## src/hw/rtl/atti_pkg.sv

```systemverilog
`timescale 1ns / 1ps
// ----------------------------------------------------------------------------
// atti_pkg
// Shared types and constants of the table temperature interpolator.
// ----------------------------------------------------------------------------
package atti_pkg;

    localparam int TEMP_W = 12;
    localparam int QUO_W  = 13;
    localparam int CFG_W  = 8;
    localparam int CH_W   = 3;

    localparam logic [CFG_W-1:0] CFG_RESET = 8'd2;

    localparam logic OP_WRITE   = 1'b0;
    localparam logic OP_CONVERT = 1'b1;

    localparam logic [CH_W-1:0] CH_TABLE_A = 3'd1;
    localparam logic [CH_W-1:0] CH_TABLE_B = 3'd2;

    localparam logic STATUS_OK       = 1'b0;
    localparam logic STATUS_NO_TABLE = 1'b1;

    typedef enum logic [6:0] {
        S_IDLE = 7'b0000001,
        S_LO   = 7'b0000010,
        S_HI   = 7'b0000100,
        S_SRCH = 7'b0001000,
        S_NBR  = 7'b0010000,
        S_MUL  = 7'b0100000,
        S_DIV  = 7'b1000000
    } state_t;

    typedef struct packed {
        logic busy;
        logic done;
    } div_sts_t;

endpackage

```

## src/hw/rtl/atti_ram.sv

```systemverilog
`timescale 1ns / 1ps
// ----------------------------------------------------------------------------
// atti_ram
// Generic single-write, single-read RAM with registered read data.
// ----------------------------------------------------------------------------
module atti_ram #(
    parameter int WIDTH = 24,
    parameter int DEPTH = 128
) (
    input  logic                     clk,
    input  logic                     we,
    input  logic [$clog2(DEPTH)-1:0] waddr,
    input  logic [WIDTH-1:0]         wdata,
    input  logic [$clog2(DEPTH)-1:0] raddr,
    output logic [WIDTH-1:0]         rdata
);

    logic [WIDTH-1:0] mem [DEPTH];

    always_ff @(posedge clk)
    begin
        if (we)
        begin
            mem[waddr] <= wdata;
        end
        rdata <= mem[raddr];
    end

endmodule

```

## src/hw/rtl/atti_div.sv

```systemverilog
`timescale 1ns / 1ps
// ----------------------------------------------------------------------------
// atti_div
// Restoring divider, one quotient bit per cycle; quotient saturates to all
// ones when it does not fit in QUO_W bits.
// ----------------------------------------------------------------------------
module atti_div
    import atti_pkg::*;
#(
    parameter int NUM_W = 24,
    parameter int DEN_W = 12
) (
    input  logic             clk,
    input  logic             rst_n,
    input  logic             go,
    input  logic [NUM_W-1:0] num,
    input  logic [DEN_W-1:0] den,
    output logic [QUO_W-1:0] quotient,
    output div_sts_t         sts
);

    localparam int W  = DEN_W + QUO_W;
    localparam int CW = $clog2(QUO_W);

    logic          busy_reg, busy_next;
    logic          done_reg, done_next;
    logic [CW-1:0] cnt_reg, cnt_next;
    logic [W-1:0]  rem_reg, rem_next;
    logic [W-1:0]  dsh_reg, dsh_next;
    logic [QUO_W-1:0] q_reg, q_next;
    logic          ovf_reg, ovf_next;
    logic          ge;

    assign ge = (rem_reg >= dsh_reg);

    always_comb
    begin
        busy_next = busy_reg;
        done_next = 1'b0;
        cnt_next  = cnt_reg;
        rem_next  = rem_reg;
        dsh_next  = dsh_reg;
        q_next    = q_reg;
        ovf_next  = ovf_reg;
        if (go)
        begin
            rem_next  = W'(num);
            dsh_next  = W'(den) << (QUO_W - 1);
            // quotient would need more than QUO_W bits
            ovf_next  = (W'(num) >= (W'(den) << QUO_W));
            q_next    = '0;
            cnt_next  = CW'(QUO_W - 1);
            busy_next = 1'b1;
        end
        else if (busy_reg)
        begin
            if (ge)
            begin
                rem_next = rem_reg - dsh_reg;
            end
            q_next   = {q_reg[QUO_W-2:0], ge};
            dsh_next = dsh_reg >> 1;
            if (cnt_reg == '0)
            begin
                busy_next = 1'b0;
                done_next = 1'b1;
            end
            else
            begin
                cnt_next = cnt_reg - 1'b1;
            end
        end
    end

    always_ff @(posedge clk or negedge rst_n)
    begin
        if (!rst_n)
        begin
            busy_reg <= 1'b0;
            done_reg <= 1'b0;
        end
        else
        begin
            busy_reg <= busy_next;
            done_reg <= done_next;
        end
    end

    always_ff @(posedge clk)
    begin
        cnt_reg <= cnt_next;
        rem_reg <= rem_next;
        dsh_reg <= dsh_next;
        q_reg   <= q_next;
        ovf_reg <= ovf_next;
    end

    assign quotient = ovf_reg ? '1 : q_reg;
    assign sts.busy = busy_reg;
    assign sts.done = done_reg;

endmodule

```

## src/hw/rtl/adc_table_temperature_interpolator_core.sv

```systemverilog
`timescale 1ns / 1ps
// ----------------------------------------------------------------------------
// adc_table_temperature_interpolator_core
// Breakpoint-table ADC to temperature converter with linear interpolation.
// ----------------------------------------------------------------------------
// A write beat (opcode 0) stores one breakpoint and keeps busy low, so the
// next beat may follow at once. A convert beat on a channel without a table
// returns status 1 in the next cycle, also without raising busy. A convert
// beat on channel 1 or 2 holds busy through the end checks, the binary
// search (up to ceil(log2(entries)) + 1 probes), the neighbor read, the
// multiply and the division; samples that clamp to a table end or hit a
// breakpoint exactly finish earlier. The single registered table RAM port
// is read once for each end check and each probe, and the serial divider
// yields one of 13 quotient bits per cycle. Each result appears on
// temperature/status with done high for exactly one cycle; the receiver
// cannot stall, so it must take every done beat.
module adc_table_temperature_interpolator_core
    import atti_pkg::*;
#(
    parameter int TABLE_DEPTH = 128,
    parameter int SAMPLE_BITS = 12
) (
    input  logic                           clk,
    input  logic                           rst_n,
    input  logic                           start,
    output logic                           busy,
    input  logic                           opcode,
    input  logic [$clog2(TABLE_DEPTH)-1:0] entry_index,
    input  logic [SAMPLE_BITS-1:0]         entry_code,
    input  logic signed [TEMP_W-1:0]       entry_temperature,
    input  logic [SAMPLE_BITS-1:0]         adc_sample,
    input  logic [CH_W-1:0]                channel,
    input  logic                           cfg_we,
    input  logic [CFG_W-1:0]               cfg_wdata,
    output logic                           done,
    output logic signed [TEMP_W-1:0]       temperature,
    output logic                           status
);

    localparam int IDX_W = $clog2(TABLE_DEPTH);
    localparam int CNT_W = $clog2(TABLE_DEPTH + 1);
    localparam int SB    = SAMPLE_BITS;
    localparam int PRD_W = TEMP_W + SB;
    localparam int SUM_W = QUO_W + 2;

    state_t             state_reg, state_next;
    logic               done_reg, done_next;
    logic               div_go_reg, div_go_next;
    logic [CFG_W-1:0]   cfg_reg;
    logic [TEMP_W-1:0]  temp_reg, temp_next;
    logic               status_reg, status_next;
    logic [SB-1:0]      s_reg, s_next;
    logic [CNT_W-1:0]   n_reg, n_next;
    logic [CNT_W-1:0]   low_reg, low_next;
    logic [CNT_W-1:0]   high_reg, high_next;
    logic [IDX_W-1:0]   mid_reg, mid_next;
    logic [SB-1:0]      cm_reg, cm_next;
    logic [TEMP_W-1:0]  tm_reg, tm_next;
    logic               below_reg, below_next;
    logic [SB-1:0]      den_reg, den_next;
    logic [SB-1:0]      dist_reg, dist_next;
    logic [TEMP_W-1:0]  dmag_reg, dmag_next;
    logic               neg_reg, neg_next;
    logic [PRD_W-1:0]   prod_reg;

    logic               accept;
    logic               idx_ok;
    logic               we;
    logic [IDX_W-1:0]   raddr;
    logic [SB+TEMP_W-1:0] rd_data;
    logic [SB-1:0]      rd_code;
    logic [TEMP_W-1:0]  rd_temp;
    logic [CNT_W-1:0]   n_clamp;
    logic [CNT_W-1:0]   last;
    logic [CNT_W-1:0]   last_half;

    logic [CNT_W-1:0]   mid_ext;
    logic               c_gt, c_lt;
    logic [CNT_W-1:0]   new_low, new_high;
    logic [CNT_W:0]     mid_sum;
    logic [CNT_W:0]     mid_half;
    logic               srch_exit;
    logic [CNT_W-1:0]   nb_up;
    logic [IDX_W-1:0]   nb_dn;
    logic               nb_ok;

    logic [SB:0]        den_dn, den_up, den_sel;
    logic               den_ok;
    logic [TEMP_W:0]    tdiff, tdiff_neg;

    logic [QUO_W-1:0]   quotient;
    div_sts_t           div_sts;
    logic [SUM_W-1:0]   tm_ext, q_ext, sum;
    logic               sum_fits;
    logic [TEMP_W-1:0]  sum_sat;

    assign accept = start && !busy;
    assign idx_ok = (32'(entry_index) < 32'(TABLE_DEPTH));
    assign we     = accept && (opcode == OP_WRITE) && idx_ok;

    atti_ram #(
        .WIDTH (SB + TEMP_W),
        .DEPTH (TABLE_DEPTH)
    ) u_ram (
        .clk   (clk),
        .we    (we),
        .waddr (entry_index),
        .wdata ({entry_code, entry_temperature}),
        .raddr (raddr),
        .rdata (rd_data)
    );

    assign rd_code = rd_data[SB+TEMP_W-1:TEMP_W];
    assign rd_temp = rd_data[TEMP_W-1:0];

    // entry count clamped to 2..TABLE_DEPTH
    always_comb
    begin
        if (cfg_reg < 8'd2)
        begin
            n_clamp = CNT_W'(2);
        end
        else if (32'(cfg_reg) > 32'(TABLE_DEPTH))
        begin
            n_clamp = CNT_W'(TABLE_DEPTH);
        end
        else
        begin
            n_clamp = CNT_W'(cfg_reg);
        end
    end

    assign last      = n_reg - 1'b1;
    assign last_half = last >> 1;

    // search step on the probed entry
    assign mid_ext   = CNT_W'(mid_reg);
    assign c_gt      = (rd_code > s_reg);
    assign c_lt      = (rd_code < s_reg);
    assign new_low   = c_lt ? (mid_ext + 1'b1) : low_reg;
    assign new_high  = c_gt ? (mid_ext - 1'b1) : high_reg;
    assign mid_sum   = {1'b0, new_low} + {1'b0, new_high};
    assign mid_half  = mid_sum >> 1;
    assign srch_exit = (c_gt && (mid_reg == '0)) || (new_low > new_high);
    assign nb_up     = mid_ext + 1'b1;
    assign nb_dn     = mid_reg - 1'b1;
    assign nb_ok     = c_gt ? (mid_reg != '0) : (nb_up < n_reg);

    // neighbor entry: code gap and temperature step
    assign den_dn  = {1'b0, cm_reg} - {1'b0, rd_code};
    assign den_up  = {1'b0, rd_code} - {1'b0, cm_reg};
    assign den_sel = below_reg ? den_dn : den_up;
    assign den_ok  = !den_sel[SB] && (den_sel != '0);
    assign tdiff     = {rd_temp[TEMP_W-1], rd_temp} - {tm_reg[TEMP_W-1], tm_reg};
    assign tdiff_neg = -tdiff;

    atti_div #(
        .NUM_W (PRD_W),
        .DEN_W (SB)
    ) u_div (
        .clk      (clk),
        .rst_n    (rst_n),
        .go       (div_go_reg),
        .num      (prod_reg),
        .den      (den_reg),
        .quotient (quotient),
        .sts      (div_sts)
    );

    // final add and saturation to the temperature range
    assign tm_ext   = {{(SUM_W-TEMP_W){tm_reg[TEMP_W-1]}}, tm_reg};
    assign q_ext    = {{(SUM_W-QUO_W){1'b0}}, quotient};
    assign sum      = neg_reg ? (tm_ext - q_ext) : (tm_ext + q_ext);
    assign sum_fits = (&sum[SUM_W-1:TEMP_W-1]) || !(|sum[SUM_W-1:TEMP_W-1]);
    assign sum_sat  = sum_fits ? sum[TEMP_W-1:0] :
                      (sum[SUM_W-1] ? {1'b1, {(TEMP_W-1){1'b0}}} :
                                      {1'b0, {(TEMP_W-1){1'b1}}});

    always_comb
    begin
        state_next  = state_reg;
        done_next   = 1'b0;
        div_go_next = 1'b0;
        temp_next   = temp_reg;
        status_next = status_reg;
        s_next      = s_reg;
        n_next      = n_reg;
        low_next    = low_reg;
        high_next   = high_reg;
        mid_next    = mid_reg;
        cm_next     = cm_reg;
        tm_next     = tm_reg;
        below_next  = below_reg;
        den_next    = den_reg;
        dist_next   = dist_reg;
        dmag_next   = dmag_reg;
        neg_next    = neg_reg;
        raddr       = '0;
        unique case (state_reg)
            S_IDLE:
            begin
                if (start && (opcode == OP_CONVERT))
                begin
                    if ((channel == CH_TABLE_A) || (channel == CH_TABLE_B))
                    begin
                        s_next     = adc_sample;
                        n_next     = n_clamp;
                        state_next = S_LO;
                    end
                    else
                    begin
                        done_next   = 1'b1;
                        temp_next   = '0;
                        status_next = STATUS_NO_TABLE;
                    end
                end
            end
            S_LO:
            begin
                if (s_reg <= rd_code)
                begin
                    done_next   = 1'b1;
                    temp_next   = rd_temp;
                    status_next = STATUS_OK;
                    state_next  = S_IDLE;
                end
                else
                begin
                    raddr      = last[IDX_W-1:0];
                    state_next = S_HI;
                end
            end
            S_HI:
            begin
                if (s_reg >= rd_code)
                begin
                    done_next   = 1'b1;
                    temp_next   = rd_temp;
                    status_next = STATUS_OK;
                    state_next  = S_IDLE;
                end
                else
                begin
                    low_next   = '0;
                    high_next  = last;
                    mid_next   = last_half[IDX_W-1:0];
                    raddr      = last_half[IDX_W-1:0];
                    state_next = S_SRCH;
                end
            end
            S_SRCH:
            begin
                cm_next = rd_code;
                tm_next = rd_temp;
                if (!c_gt && !c_lt)
                begin
                    // sample sits exactly on a breakpoint
                    done_next   = 1'b1;
                    temp_next   = rd_temp;
                    status_next = STATUS_OK;
                    state_next  = S_IDLE;
                end
                else if (srch_exit)
                begin
                    below_next = c_gt;
                    if (!nb_ok)
                    begin
                        done_next   = 1'b1;
                        temp_next   = rd_temp;
                        status_next = STATUS_OK;
                        state_next  = S_IDLE;
                    end
                    else
                    begin
                        raddr      = c_gt ? nb_dn : nb_up[IDX_W-1:0];
                        state_next = S_NBR;
                    end
                end
                else
                begin
                    low_next  = new_low;
                    high_next = new_high;
                    mid_next  = mid_half[IDX_W-1:0];
                    raddr     = mid_half[IDX_W-1:0];
                end
            end
            S_NBR:
            begin
                if (!den_ok)
                begin
                    // broken table: no positive code gap to the neighbor
                    done_next   = 1'b1;
                    temp_next   = tm_reg;
                    status_next = STATUS_OK;
                    state_next  = S_IDLE;
                end
                else
                begin
                    den_next   = den_sel[SB-1:0];
                    dist_next  = below_reg ? (cm_reg - s_reg) : (s_reg - cm_reg);
                    neg_next   = tdiff[TEMP_W];
                    dmag_next  = tdiff[TEMP_W] ? tdiff_neg[TEMP_W-1:0] : tdiff[TEMP_W-1:0];
                    state_next = S_MUL;
                end
            end
            S_MUL:
            begin
                div_go_next = 1'b1;
                state_next  = S_DIV;
            end
            S_DIV:
            begin
                if (div_sts.done)
                begin
                    done_next   = 1'b1;
                    temp_next   = sum_sat;
                    status_next = STATUS_OK;
                    state_next  = S_IDLE;
                end
            end
            default:
            begin
                state_next = S_IDLE;
            end
        endcase
    end

    always_ff @(posedge clk or negedge rst_n)
    begin
        if (!rst_n)
        begin
            state_reg  <= S_IDLE;
            done_reg   <= 1'b0;
            div_go_reg <= 1'b0;
            cfg_reg    <= CFG_RESET;
        end
        else
        begin
            state_reg  <= state_next;
            done_reg   <= done_next;
            div_go_reg <= div_go_next;
            if (cfg_we)
            begin
                cfg_reg <= cfg_wdata;
            end
        end
    end

    always_ff @(posedge clk)
    begin
        temp_reg   <= temp_next;
        status_reg <= status_next;
        s_reg      <= s_next;
        n_reg      <= n_next;
        low_reg    <= low_next;
        high_reg   <= high_next;
        mid_reg    <= mid_next;
        cm_reg     <= cm_next;
        tm_reg     <= tm_next;
        below_reg  <= below_next;
        den_reg    <= den_next;
        dist_reg   <= dist_next;
        dmag_reg   <= dmag_next;
        neg_reg    <= neg_next;
        prod_reg   <= dmag_reg * dist_reg;
    end

    assign busy        = (state_reg != S_IDLE);
    assign done        = done_reg;
    assign temperature = temp_reg;
    assign status      = status_reg;

    // a result beat only follows an accepted beat or work in progress
    a_done_cause: assert property (@(posedge clk) disable iff (!rst_n)
        done |-> $past(start || busy))
        else $error("result beat without a cause");

    // the divider only runs while the sequencer waits for it
    a_div_in_state: assert property (@(posedge clk) disable iff (!rst_n)
        div_sts.busy |-> (state_reg == S_DIV))
        else $error("divider busy outside divide state");

    // a write beat never starts a conversion
    a_write_idle: assert property (@(posedge clk) disable iff (!rst_n)
        (accept && (opcode == OP_WRITE)) |=> (!busy && !done))
        else $error("write beat caused activity");

    // no-table status always carries zero temperature
    a_no_table: assert property (@(posedge clk) disable iff (!rst_n)
        (done && (status == STATUS_NO_TABLE)) |-> (temperature == '0))
        else $error("no-table result with nonzero temperature");

endmodule
```

## config.mk

```make
export PLATFORM = sky130hd
export DESIGN_NAME = adc_table_temperature_interpolator_core
export DESIGN_NICKNAME = d
export VERILOG_FILES = /design/src/hw/rtl/atti_pkg.sv /design/src/hw/rtl/atti_ram.sv /design/src/hw/rtl/atti_div.sv /design/src/hw/rtl/adc_table_temperature_interpolator_core.sv
export SDC_FILE = /design/constraint.sdc
export NUM_CORES = 2
export LEC_CHECK = 0
export CORE_AREA = 2 2 494 496
export CTS_CLUSTER_SIZE = 40
export DETAILED_ROUTE_END_ITERATION = 16
export DIE_AREA = 0 0 496 498
export DONT_BUFFER_PORTS = 1
export MAX_ROUTING_LAYER = met4
export PLACE_DENSITY = 0.83
export SYNTH_ARGS = -nofsm -noshare
export SYNTH_HDL_FRONTEND = slang
export SYNTH_HIERARCHICAL = 1
export SYNTH_SLANG_ARGS = --single-unit
```

## constraint.sdc

```tcl
create_clock -name clk -period 6.4 [get_ports clk]
set_input_delay 0.32 -clock clk [delete_from_list [all_inputs] [get_ports clk]]
set_output_delay 0.32 -clock clk [all_outputs]
set_load 0.01 [all_outputs]
```

# Yosys cells after proc, flatten, opt, wreduce, memory -nomap -nowiden
# Memory sizes are Yosys's and may differ from the RTL's. A register that Yosys moved wholly into a read port is not among the register bits.
# Index checks and enable logic that the tools add are counted.
# Widths: inputs -> output; s select.
[word_totals]
ff_bits = 228
ramBits = 3072
output_inout_bits = 15
elab_cells = 199
memories = 1
[op_classes]
addsub = 15
multipliers = 1
n_lt_le_gt_ge = 10
eq_ne = 22
mux = 84
bitwise_logic = 3
reduce_logical = 34
[mem_list]
columns = ["memory", "depth", "word_bits", "read_ports", "rd_ports_with_merged_regs", "wr", "line_no", "text"]
rows = [
  ["u_ram.mem", 128, 24, 1, 1, 1, "atti_ram.sv:18", "logic [WIDTH-1:0] mem [DEPTH];"],
]
[ops]
columns = ["cell", "n"]
rows = [
  ["$mux 12", 13],
  ["$mux 24", 5],
  ["$mux 7", 14],
  ["$mux 8", 9],
  ["$pmux 12 s6", 1],
  ["$pmux 7 s7", 1],
  ["$sub 12x12->13", 3],
  ["$pmux 8 s2", 2],
  ["$mux 1", 28],
  ["$mux 13", 2],
  ["$ge 24x25->1", 1],
  ["$ge 25x24->1", 1],
  ["$sub 25x24->25", 1],
  ["$mul 12x12->24", 1],
  ["$sub 12x12->12", 2],
  ["$pmux 7 s3", 1],
  ["$ne 2x2->1 const B", 9],
  ["$add 12x14->15", 1],
  ["$mux 15", 1],
  ["$sub 12x14->15", 1],
  ["$pmux 7 s2", 1],
  ["$reduce_bool 13->1", 1],
  ["$ge 12x12->1", 1],
  ["$gt 12x12->1", 1],
  ["other kinds (45)", 68],
]

# Longest topological paths before layout
[depth]
word_depth = 9
ltp_mapped = 27
depth_no_buf = 23

# Modules after synthesis
# The synthesis kept the hierarchy.
[modules_own_cells]
columns = ["module", "instances", "cells_per_inst", "area_each_um2"]
rows = [
  ["atti_ram", 1, 4538, 117381.3],
  ["adc_table_temperature_interpolator_core", 1, 1627, 15310.9],
  ["atti_div", 1, 518, 4561.9],
]

# Worst setup path after synthesis
# No wires, ideal clock.
[synth_path]
path_type = "reg-to-reg"
from = "reg s_reg[6]"
to = "reg u_ram.rdata[0], read port of u_ram.mem"
setup_time_ns = 0.121
arrival_ns = 6.687
setup_slack_ns = -0.408
stages_incl_launch_ff = 25
period_less_slack_ns = 6.808
path_cell_list = "edfxtp_1 > ha_1 > a21o_1 > a221oi_1 > o21ai_1 > or2_2 > inv_2 > clkbuf_1 > nand2_1 > o21ai_0 > inv_1 > ha_1 > or4_1 > or3_1 > a22o_2 > nor2_1 > a222oi_1 > o21ai_0 > clkbuf_1 > buf_2 > clkbuf_1 > mux4_2 > mux4_2 > mux4_2 > mux2_2"
[synth_via]
elab_chain_len = 7
elab_cells_between_ends = 21
classes_between = "1 x add/sub; 5 x order compare; 10 x mux; 5 x reduce/logical"
[synth_lines]
columns = ["element", "line_no", "text"]
rows = [
  ["from (decl)", "adc_table_temperature_interpolator_core.sv:52", "logic [SB-1:0] s_reg, s_next;"],
  ["from (signal assigned)", "adc_table_temperature_interpolator_core.sv:353", "s_reg <= s_next;"],
  ["$gt 12x12->1 *", "adc_table_temperature_interpolator_core.sv:138", "assign c_gt = (rd_code > s_reg);"],
  ["via c_gt", "adc_table_temperature_interpolator_core.sv:78", "logic c_gt, c_lt;"],
  ["$mux 8", "adc_table_temperature_interpolator_core.sv:141", "assign new_high = c_gt ? (mid_ext - 1'b1) : high_reg;"],
  ["$gt 8x8->1", "adc_table_temperature_interpolator_core.sv:144", "assign srch_exit = (c_gt && (mid_reg == '0)) || (new_low > new_high);"],
  ["$logic_or 1x1->1", "adc_table_temperature_interpolator_core.sv:144", ""],
  ["$mux 7", "adc_table_temperature_interpolator_core.sv:263", "else if (srch_exit)"],
  ["$mux 7 *", "adc_table_temperature_interpolator_core.sv:255", "if (!c_gt && !c_lt)"],
  ["$pmux 7 s3 *", "adc_table_temperature_interpolator_core.sv:199", "unique case (state_reg)"],
  ["via raddr[0]", "adc_table_temperature_interpolator_core.sv:69", "logic [IDX_W-1:0] raddr;"],
  ["to (decl)", "atti_ram.sv:15", "output logic [WIDTH-1:0] rdata"],
]
# The timed path passes the listed nets; every way through them passes the cells marked *.
# A chain may end at the register's enable or synchronous reset.

# Final worst setup path
[layout_path]
from = "reg u_ram.rdata[12], read port of u_ram.mem"
to = "reg u_ram.rdata[22], read port of u_ram.mem"
[layout_via]
elab_chain_len = 7
elab_cells_between_ends = 21
classes_between = "1 x add/sub; 5 x order compare; 10 x mux; 5 x reduce/logical"
[layout_lines]
columns = ["element", "line_no", "text"]
rows = [
  ["$lt 12x12->1 *", "adc_table_temperature_interpolator_core.sv:139", "assign c_lt = (rd_code < s_reg);"],
  ["$mux 8 *", "adc_table_temperature_interpolator_core.sv:140", "assign new_low = c_lt ? (mid_ext + 1'b1) : low_reg;"],
  ["via new_low[1]", "adc_table_temperature_interpolator_core.sv:79", "logic [CNT_W-1:0] new_low, new_high;"],
  ["$gt 8x8->1", "adc_table_temperature_interpolator_core.sv:144", ""],
  ["$logic_or 1x1->1", "adc_table_temperature_interpolator_core.sv:144", ""],
  ["$mux 7 *", "adc_table_temperature_interpolator_core.sv:263", ""],
  ["$mux 7 *", "adc_table_temperature_interpolator_core.sv:255", ""],
  ["$pmux 7 s3 *", "adc_table_temperature_interpolator_core.sv:199", ""],
  ["via raddr[2]", "adc_table_temperature_interpolator_core.sv:69", ""],
]
# Marks and branches as above.

==> impl_results.html <==
<table>
<tr><th>Metric</th><th>Value</th></tr>
<tr><th colspan="2">Run status</th></tr>
<tr><td>Result of the run</td><td>finished, violations left</td></tr>
<tr><td>Violations in the final reports</td><td>max-capacitance violations, max-slew violations, negative setup slack</td></tr>
<tr><th colspan="2">CTS</th></tr>
<tr><td>TritonCTS clock tree</td><td>yes</td></tr>
<tr><td>Level count of the clock H-tree</td><td>5</td></tr>
<tr><td># clock sinks</td><td>3,324</td></tr>
<tr><td>TritonCTS Buffers</td><td>334</td></tr>
<tr><td>Clock transition at the registers of the reported paths</td><td>0.07 ns</td></tr>
<tr><td>Root Buffer Master</td><td>clkbuf_16</td></tr>
<tr><td>Clock network latency to the later pin of the worst-skew pair</td><td>1.02 ns</td></tr>
<tr><td>Maximum buffer depth of the clock tree</td><td>4</td></tr>
<tr><th colspan="2">Die</th></tr>
<tr><td>Width of the die</td><td>496 um</td></tr>
<tr><td>Die Y</td><td>498 um</td></tr>
<tr><td>Initial Utilization</td><td>56.7%</td></tr>
<tr><td>Number of primary I/O pins</td><td>74</td></tr>
<tr><td>Cell row count</td><td>181</td></tr>
<tr><td>Floorplan core area</td><td>242,000 um^2</td></tr>
<tr><td>Die ar.</td><td>247,000 um^2</td></tr>
<tr><th colspan="2">Global routing</th></tr>
<tr><td>Pin count of the biggest net entering global routing</td><td>129</td></tr>
<tr><td>Global-route wire length before repair</td><td>629,000 um</td></tr>
<tr><td>Total routing usage reported by global routing</td><td>38.1%</td></tr>
<tr><td>Initial antenna violation count</td><td>52</td></tr>
<tr><td>Number of global-route vias before repair</td><td>79,799</td></tr>
<tr><td>GR Overflow Total</td><td>0</td></tr>
<tr><th colspan="2">Drt</th></tr>
<tr><td>Total detailed-routing wirelength</td><td>476,000 um</td></tr>
<tr><td>Vias per std cell</td><td>7.40</td></tr>
<tr><td>Vias</td><td>81,220</td></tr>
<tr><td>Antenna violation net count after detailed routing</td><td>0</td></tr>
<tr><td>DRC violations left</td><td>0</td></tr>
<tr><td>Number of iterations in the first detailed-routing pass</td><td>10</td></tr>
<tr><td>Routed WL per cell</td><td>43.3 um</td></tr>
<tr><td>Iter 0 DRT Violations</td><td>17,340</td></tr>
<tr><th colspan="2">Power and ir drop</th></tr>
<tr><td>Design internal power</td><td>35.3 mW</td></tr>
<tr><td>Overall power after layout</td><td>45.0 mW</td></tr>
<tr><td>Portion of total power attributed to the clock network</td><td>45.3%</td></tr>
<tr><td>Seq pwr share</td><td>53.1%</td></tr>
<tr><td>Power density over the cells</td><td>281 nW/um^2</td></tr>
<tr><td>Sw Ratio</td><td>21.5%</td></tr>
<tr><td>Part of the total power dissipated in combinational logic</td><td>1.6%</td></tr>
<tr><td>Static leakage</td><td>51.9 nW</td></tr>
<tr><td>Maximum resistive drop on vdd</td><td>0.389 mV</td></tr>
<tr><td>Switching power summed over all nets</td><td>9.70 mW</td></tr>
<tr><th colspan="2">Critical path</th></tr>
<tr><td>Worst-path fanout max</td><td>10</td></tr>
<tr><td>Top Family by Delay on Critical Path</td><td>multiplexers</td></tr>
<tr><td>Critical path buffer and inverter count</td><td>8</td></tr>
<tr><td>Slowest-stage cell, CP</td><td>mux4_2</td></tr>
<tr><td>Reg2Reg Launch Point</td><td>u_ram/rdata[12]$_DFF_P_</td></tr>
<tr><td>Kind of critical path</td><td>register to register</td></tr>
<tr><td>Worst setup path start</td><td>u_ram/rdata[12]$_DFF_P_</td></tr>
<tr><td>Most Frequent Cell on Critical Path</td><td>buf_4</td></tr>
<tr><td>Signal arrival time at the worst endpoint</td><td>8.03 ns</td></tr>
<tr><td>Required time worst endpoint</td><td>7.24 ns</td></tr>
<tr><td>Type of destination of the critical path</td><td>register</td></tr>
<tr><td>Sort of element at the start of the critical path</td><td>register</td></tr>
<tr><td>Maximum cell stage delay along the critical path</td><td>0.64 ns</td></tr>
<tr><th colspan="2">STA</th></tr>
<tr><td>Worst slew slack as a fraction of its limit</td><td>-22.1%</td></tr>
<tr><td>Finish-stage setup viols</td><td>24</td></tr>
<tr><td>RSZ-0062 raised after global routing</td><td>yes</td></tr>
<tr><td>Max Slew Vio Count</td><td>29</td></tr>
<tr><td>Max Freq</td><td>0.139 GHz</td></tr>
<tr><td>Final WS setup</td><td>-0.794 ns</td></tr>
<tr><td>Clock tree skew after final layout</td><td>0.116 ns</td></tr>
<tr><td>Final-report hold violation count</td><td>0</td></tr>
<tr><td>Setup Total Neg Slack</td><td>-15.23 ns</td></tr>
<tr><td>Worst slew pin tran</td><td>1.83 ns</td></tr>
<tr><td>Min Clock Period, post-route</td><td>7.19 ns</td></tr>
<tr><td>Share of the clock period used by the worst path after layout</td><td>112%</td></tr>
<tr><td>Final Hold Slack</td><td>0.0475 ns</td></tr>
<tr><th colspan="2">Logic synthesis</th></tr>
<tr><td>Post-synthesis area per instance</td><td>20.5 um^2</td></tr>
<tr><td>Warnings, synthesis</td><td>6</td></tr>
<tr><td>Nets in the synthesized netlist</td><td>7,058</td></tr>
<tr><td>Cells after synthesis</td><td>6,682</td></tr>
<tr><td>Area of the mapped netlist</td><td>137,000 um^2</td></tr>
<tr><th colspan="2">Cells and area</th></tr>
<tr><td>Layout overhead on the synthesized area</td><td>16.6%</td></tr>
<tr><td>Net count of the finished layout</td><td>7,830</td></tr>
<tr><td>Filler cell count</td><td>14,287</td></tr>
<tr><td>Most frequent cells in the layout</td><td>edfxtp_1, mux4_2, buf_4</td></tr>
<tr><td>Area used by multi-input combinational logic</td><td>36,700 um^2</td></tr>
<tr><td>Area of all sequential standard cells</td><td>99,000 um^2</td></tr>
<tr><td>Non-filler cells, final</td><td>10,980</td></tr>
<tr><td>Number of flip-flops under the largest register name</td><td>3,072</td></tr>
<tr><td>Proportion of layout cells with a drive suffix above 1</td><td>31.4%</td></tr>
<tr><td>Leading cell type in the layout, fill and taps excluded</td><td>edfxtp_1</td></tr>
<tr><th colspan="2">Placement</th></tr>
<tr><td># port buffers</td><td>0</td></tr>
<tr><td>Number of placed instances, taps included</td><td>10,085</td></tr>
<tr><td>Worst-case setup slack after placement</td><td>-1.32 ns</td></tr>
<tr><td>Placed wire-length estimate after detailed placement</td><td>217,000 um</td></tr>
<tr><td>Final weighted congestion in routability-driven placement</td><td>0.918</td></tr>
<tr><th colspan="2">Job</th></tr>
<tr><td>Count of maximum capacitance violations</td><td>2</td></tr>
<tr><th colspan="2">Hold path</th></tr>
<tr><td>Worst hold-check path type</td><td>primary input to register</td></tr>
<tr><td>Launch point of the worst hold path</td><td>adc_sample[2]</td></tr>
</table>
## final timing paths
check                      cells past startpoint                           end  slack (ns)
hold reg to reg                                2  u_div/q_reg[12]$_SDFFE_PP0P_        0.50
hold / removal                                 1            s_reg[2]$_DFFE_PP_        0.05
min in group asynchronous                      2                done$_DFF_PN0_        0.50
setup reg to reg                              26       u_ram/rdata[22]$_DFF_P_       -0.79
setup / recovery                              26       u_ram/rdata[22]$_DFF_P_       -0.79
max in group asynchronous                      2      u_div/busy_reg$_DFF_PN0_        5.20
## worst register-to-register path, cell delays in order, from the launching register on
cell and delay, ns:
dfxtp_1 0.60, ha_1 0.29, nor2b_1 0.06, o211ai_1 0.28, buf_4 0.18, a21oi_2 0.06
or2_4 0.29, nand2_4 0.11, mux2_4 0.34, ha_4 0.23, or4_4 0.47, or3_4 0.34
a22o_4 0.25, nor2_4 0.12, buf_6 0.10, a22oi_1 0.07, o211ai_1 0.21, clkbuf_16 0.28
buf_12 0.17, buf_16 0.16, buf_4 0.14, buf_4 0.10, buf_4 0.15, mux4_2 0.41
mux4_2 0.65, mux4_2 0.63, mux2_4 0.35
## metrics by stage
| stage | instance area, um^2 | utilization, % |
|---|---|---|
| global placement | 145000 | 60.1 |
| finish | 160000 | 66.2 |
| CTS | 159000 | 65.8 |
| detailed placement | 145000 | 60.1 |
| floorplan | 138000 | - |
| global route | 160000 | 66.2 |
## per-layer routing
layer	wire [um]	track usage, %	vias to the layer above
li1	-	-	28948
met1	135000	43.9	39963
met2	218000	57.1	9573
met3	77000	12.9	2736
met4	45300	24.6	0
met5	0	-	-
## layout make-up
type | instances | area share, %
Sequential cell | 3324 | 61.8
Tap cell | 3202 | 2.50
Inverter | 279 | 0.658
Clock inverter | 162 | 1.00
Multi-Input combinational cell | 2767 | 22.9
Timing Repair Buffer | 748 | 5.29
Clock buffer | 423 | 5.68
Antenna cell | 75 | 0.117
## power by group through the flow
stage	combinational, mW	clock, mW	sequential, mW
2_1_floorplan	0.127	0	24.4
3_5_place_dp	0.219	0	24.4
4_1_cts	0.655	19.9	23.9
5_1_grt	0.727	20.9	23.9
3_3_place_gp	0.212	0	24.4
6_report	0.726	20.4	23.9
## repair_timing
action | 4_1_cts | 5_1_grt
pin swaps | 14 | 17
hold endpoints to repair | 3376 | 0
resized for setup | 141 | 69
hold buffers | 83 | 0
setup buffers | 80 | 58
gates cloned | 14 | 6
endpoints found under the setup margin | 24 | 24
Power figures use the tool's default switching activity.
